File: src/hdl/fpa_pkg.sv
// ----------------------------------------------------------------------------
// Fixed-point ALU package
// Shared constants, command codes and transaction types for the fixed-point
// ALU front end, operation queue and execution back end.
// ----------------------------------------------------------------------------
package fpa_pkg;

  // Number of fractional bits in the raw fixed-point format.
  localparam int FRAC_BITS = 8;
  localparam int DATA_W    = 32;

  // Dividend width of the divider: magnitude of operand_a shifted left.
  localparam int DIV_W = DATA_W + FRAC_BITS;

  // Depth of the queue between the front end and the back end.
  localparam int QDEPTH = 4;
  localparam int QPTR_W = $clog2(QDEPTH);

  // Rounding bias that turns an arithmetic shift into truncation toward zero.
  localparam logic [63:0] MUL_BIAS = (64'd1 << FRAC_BITS) - 64'd1;

  // Command codes.
  typedef enum logic [3:0] {
    CMD_ADD      = 4'd0,
    CMD_SUB      = 4'd1,
    CMD_MUL      = 4'd2,
    CMD_DIV      = 4'd3,
    CMD_MIN      = 4'd4,
    CMD_MAX      = 4'd5,
    CMD_LT       = 4'd6,
    CMD_GT       = 4'd7,
    CMD_LE       = 4'd8,
    CMD_GE       = 4'd9,
    CMD_EQ       = 4'd10,
    CMD_NE       = 4'd11,
    CMD_INC      = 4'd12,
    CMD_DEC      = 4'd13,
    CMD_FROM_INT = 4'd14
  } cmd_e;

  // Execution class assigned by the front end.
  typedef enum logic [1:0] {
    KIND_SIMPLE,
    KIND_MUL,
    KIND_DIV
  } kind_e;

  // Request transaction payload.
  typedef struct packed {
    logic [3:0]               cmd;
    logic signed [DATA_W-1:0] operand_a;
    logic signed [DATA_W-1:0] operand_b;
  } req_t;

  // Response transaction payload.
  typedef struct packed {
    logic signed [DATA_W-1:0] result_value;
    logic                     compare_flag;
    logic                     divide_by_zero;
  } rsp_t;

  // Classified operation held in the queue.
  typedef struct packed {
    kind_e              kind;
    logic [DATA_W-1:0]  res;
    logic               flag;
    logic               dz;
    logic               neg;
    logic [DATA_W-1:0]  opa;
    logic [DATA_W-1:0]  opb;
  } entry_t;

  // One stage of the execution pipeline.
  typedef struct packed {
    kind_e              kind;
    logic [DATA_W-1:0]  res;
    logic               flag;
    logic               dz;
    logic               neg;
    logic [DATA_W-1:0]  rem;
    logic [DIV_W-1:0]   quo;
    logic [DATA_W-1:0]  dvs;
  } stage_t;

endpackage

File: src/hdl/fpa_queue.sv
// ----------------------------------------------------------------------------
// Fixed-point ALU operation queue
// Small first-in first-out buffer that decouples the front end from the
// execution back end.
// ----------------------------------------------------------------------------
module fpa_queue (
  input  logic            clk,
  input  logic            rst,
  input  logic            push,
  input  fpa_pkg::entry_t push_data,
  output logic            ready,
  input  logic            pop,
  output fpa_pkg::entry_t head,
  output logic            has_item
);

  fpa_pkg::entry_t mem [fpa_pkg::QDEPTH];
  logic [fpa_pkg::QPTR_W-1:0] wptr;
  logic [fpa_pkg::QPTR_W-1:0] rptr;
  logic [fpa_pkg::QPTR_W:0]   count;

  assign ready    = (count != fpa_pkg::QDEPTH);
  assign has_item = (count != '0);
  assign head     = mem[rptr];

  // Pointer and occupancy tracking.
  always_ff @(posedge clk) begin
    if (rst) begin
      wptr  <= '0;
      rptr  <= '0;
      count <= '0;
    end else begin
      if (push) begin
        wptr <= wptr + 1'b1;
      end
      if (pop) begin
        rptr <= rptr + 1'b1;
      end
      if (push && !pop) begin
        count <= count + 1'b1;
      end else if (pop && !push) begin
        count <= count - 1'b1;
      end
    end
  end

  // Entry storage.
  always_ff @(posedge clk) begin
    if (push) begin
      mem[wptr] <= push_data;
    end
  end

endmodule

File: config.mk
export PLATFORM = sky130hd
export DESIGN_NAME = fpa_queue
export DESIGN_NICKNAME = d
export VERILOG_FILES = /design/src/hdl/fpa_pkg.sv /design/src/hdl/fpa_queue.sv
export SDC_FILE = /design/constraint.sdc
export NUM_CORES = 1
export LEC_CHECK = 0
export BUFFER_PORTS_ARGS = -buffer_cell sky130_fd_sc_hd__buf_2
export CAP_MARGIN = 20
export CORE_ASPECT_RATIO = 0.8
export CORE_UTILIZATION = 40
export CTS_CLUSTER_DIAMETER = 120
export DETAILED_ROUTE_END_ITERATION = 10
export PLACE_DENSITY = 0.61
export REMOVE_ABC_BUFFERS = 1
export SYNTH_ARGS = -nofsm -noshare
export SYNTH_HDL_FRONTEND = slang
export SYNTH_SLANG_ARGS = --single-unit
File: constraint.sdc
create_clock -name clk -period 9.75 [get_ports clk]
set_clock_uncertainty 0.05 [all_clocks]
set_input_delay 0 -clock clk [delete_from_list [all_inputs] [get_ports clk]]
set_output_delay 0 -clock clk [all_outputs]
set_load 0.005 [all_outputs]
==> results.md <==
- Global-route wire length before repair: 44.6 mm
- Post-DP HPWL: 16.7 mm
- Min-delay worst type: input pin to register
- Post-CTS sizing: 0
- CP bufs+invs: 2
- Simple-gate share of the synthesized area: less than 1%
- Die X: roughly 220 µm
- Core Util, Final: between 50 and 60%
- Worst path cell trace: buf_4, mux4_2, buf_2
- Worst slew margin: about a third
- Hold Startpoint: push_data[30]
- Root buf cell: clkbuf_16
- Top FF cell, synth: edfxtp_1
- Outcome: complete, no violations
- Critical-path top delay cell: dfxtp_4
- Largest family of logic cells by synthesized area: multiplexers
- Post-CTS setup buffer count: 0
- Sequential share of the synthesized area: 82.0%
- Post-Synth Adder-Cell Area: less than 1%
- Die height: roughly 180 µm
- CTS tree: yes
- Htree depth: 2
- Lkg Pwr: approximately 6.4 nW
- Worst R2R Start: wptr[0]
- Routed wire length: 29.3 mm
- Final net count: about 1,000
- RSZ-0062 raised after global routing: false
- Post-synthesis compound-gate area fraction: 0.0667%
- R2R Path End: mem[0][35]
- I/O Pins: about 210
- GPL Wtd Cong: about 0.66
- Post-synth ARST share: 0%
- Initial antenna violation count: 1
- Area leader, netlist: edfxtp_1
- Post-route DRC: 0
- Number of flops mapped to enable cells by yosys: 404
- XOR/XNOR Fraction of Synth Area: less than 1%
- Hold-fix buffers, CTS: between 100 and 150
- Number of placed instances, taps included: approximately 1,300
- Global-route usage over all layers: between 10% and 20%
- CORE AREA: approximately 37,000 µm²
- Power per standard cell area: approximately 210 nW/µm²
- Starting Density: between 40 and 50%
- Worst setup SP type: register
- Via count: approximately 7,100
- Largest net degree at the start of global routing: 65
- Max-slew violations: 0
- Critical Path AT: 2.78 ns
- Flops & latches, synth: roughly 410
- Clock Tree Buf Depth: 3
- Mapped Area: around 15,000 µm²
- Reg2reg path depth: 4
- Routed len/inst: just over 20 µm
- Max-Cap Viols: 0
- Worst-Margin Slew: between 0.9 and 1 ns
- Port-buffer cells: between 200 and 250
- Hold Violations, Final: 0
- Worst setup EP type: primary output
- WHS Path Cells: 2
- Share of layout cells above drive strength 1: 41.4%
- Max Freq: roughly 0.35 GHz
- Vias in the first global route: ~7,600
- Die Area: around 38,000 µm²
- Critical path class: register to primary output
- Antenna-violating nets left: 0
- Critical Path RT: between 9 and 10 ns
- Initial DRC count: approximately 570
- Ranking of synthesized cells by area: edfxtp_1 (81%), mux4_2 (15%), dfxtp_1 (1.2%), buf_6 (0.75%), ha_1 (0.42%)
- Multiplexer area fraction after synthesis: between 10% and 20%
- Final Instance Count excl. Fillers: around 1,400
- Synth Warn #: 0
- Grt total ovfl: 0
- R2R setup slack: roughly 7.3 ns
- DR pass1 iterations: 5
- Most frequent cell after synthesis: edfxtp_1
- Period utilisation layout: 29.0%
- Worst hold endpoint: mem[0][30]
- CTS sink count: ~410
- Mean post-synth cell area: around 26 µm²
- Worst path max stage delay: approximately 0.77 ns
- Crit Path Max Fanout: 59
- Clock-pin transition on the worst setup and hold timing paths: about 0.070 ns
- Setup tns final: 0 ns
- Total power: about 4.0 mW
- Vias/cell: around 4.9
- Fillers: around 3,000
- Crit-path leading delay family: buffers and inverters
- Leading cell types by count after synthesis: edfxtp_1 (404), mux4_2 (101), buf_2 (10), buf_6 (10), dfxtp_1 (9)
- Library cells used by synthesis: 18
- Area Overhead vs Synth: 26.6%
- Post-layout minimum cycle time: 2.83 ns
- Total CTS buffers: 42
- FP Rows: 63
- Clk_lat worst skew: roughly 0.52 ns
- Peak supply drop: between 0.0001 and 0.00015 V
- Share of the synthesized area in the top cell type: 80.8%
- # setup viols final: 0
- Mapped Cells: between 500 and 600
==> report_power, final <==
| group | leakage, nW | switching [mW] | internal [mW] |
|---|---|---|---|
| clock network | 0.670 | 0.662 | 0.916 |
| logic | 1.99 | 0.179 | 0.192 |
| registers | 3.79 | 0.0283 | 2.04 |
| total | 6.44 | 0.869 | 3.15 |
==> routing by layer <==
| metal | vias up | part of all wire (%) | GRT usage [%] |
|---|---|---|---|
| li1 | 3139 | - | - |
| met4 | 0 | 2.0 | 4.08 |
| met3 | 50 | 5.8 | 3.50 |
| met2 | 187 | 47 | 24.5 |
| met5 | - | 0 | 0 |
| met1 | 3681 | 45 | 22.0 |
==> worst max path at each step <==
stage	cells past startpoint	endpoint	slack (ns)	start
CTS	3	head[74]	6.79	register
detailed placement	4	mem[0][33]	7.20	wptr[0]
global route	3	head[78]	6.73	register
global placement	4	mem[0][34]	7.18	wptr[0]
finish	3	head[80]	6.92	register
floorplan	1	head[0]	4.83	register
==> final cells by class <==
| cell class | count | area (µm²) | area share (%) |
|---|---|---|---|
| clock inverter | 33 | 285 | 1.50 |
| inverter | 4 | 15.0 | 0.0790 |
| clock buffer | 44 | 1080 | 5.68 |
| antenna | 1 | 2.50 | 0.0132 |
| sequential | 413 | 12300 | 64.9 |
| tap | 487 | 609 | 3.21 |
| timing repair buffer | 320 | 2170 | 11.4 |
| multi-input combinational | 132 | 2520 | 13.2 |
==> cell families (layout without fill, tap and decap cells) <==
kind of cell    Yosys count  count (layout)
mux                     103             103
fa+ha+maj                 6               6
compound gates            2               2
buf+inv                  27             401
other cells               0               1
xor+xnor                  5               5
simple gates             16              16
flops                   413             413
==> cells in the final DEF (no fill, tap or decap), types with 3 or more instances in the layout <==
master           n
inv_1            4
clkinvlp_4       5
xor2_1           3
dfxtp_1          7
and2_4           4
ha_1             5
clkbuf_16       43
clkinv_2        14
clkinv_1         6
nor2_1           8
dlygate4sd3_1  105
buf_4            7
buf_2          207
bufinv_16        4
mux4_2         101
edfxtp_1       404
==> through the flow <==
| stage | hold slack (ns) | worst slack [ns] | cell area (µm²) |
|---|---|---|---|
| floorplan | 0.0191 | 4.83 | 14800 |
| global placement | 0.165 | 7.18 | 16500 |
| detailed placement | 0.170 | 7.20 | 16500 |
| CTS | 0.137 | 6.79 | 19000 |
| global route | 0.148 | 6.73 | 19000 |
| finish | 0.160 | 6.92 | 19000 |
==> sequential cells by signal, indices dropped and copies added (netlist names), named ones only <==
signal,count
wptr,2
mem,404
rptr,2
count,3
Note: power is estimated with default switching activity, not from simulation.
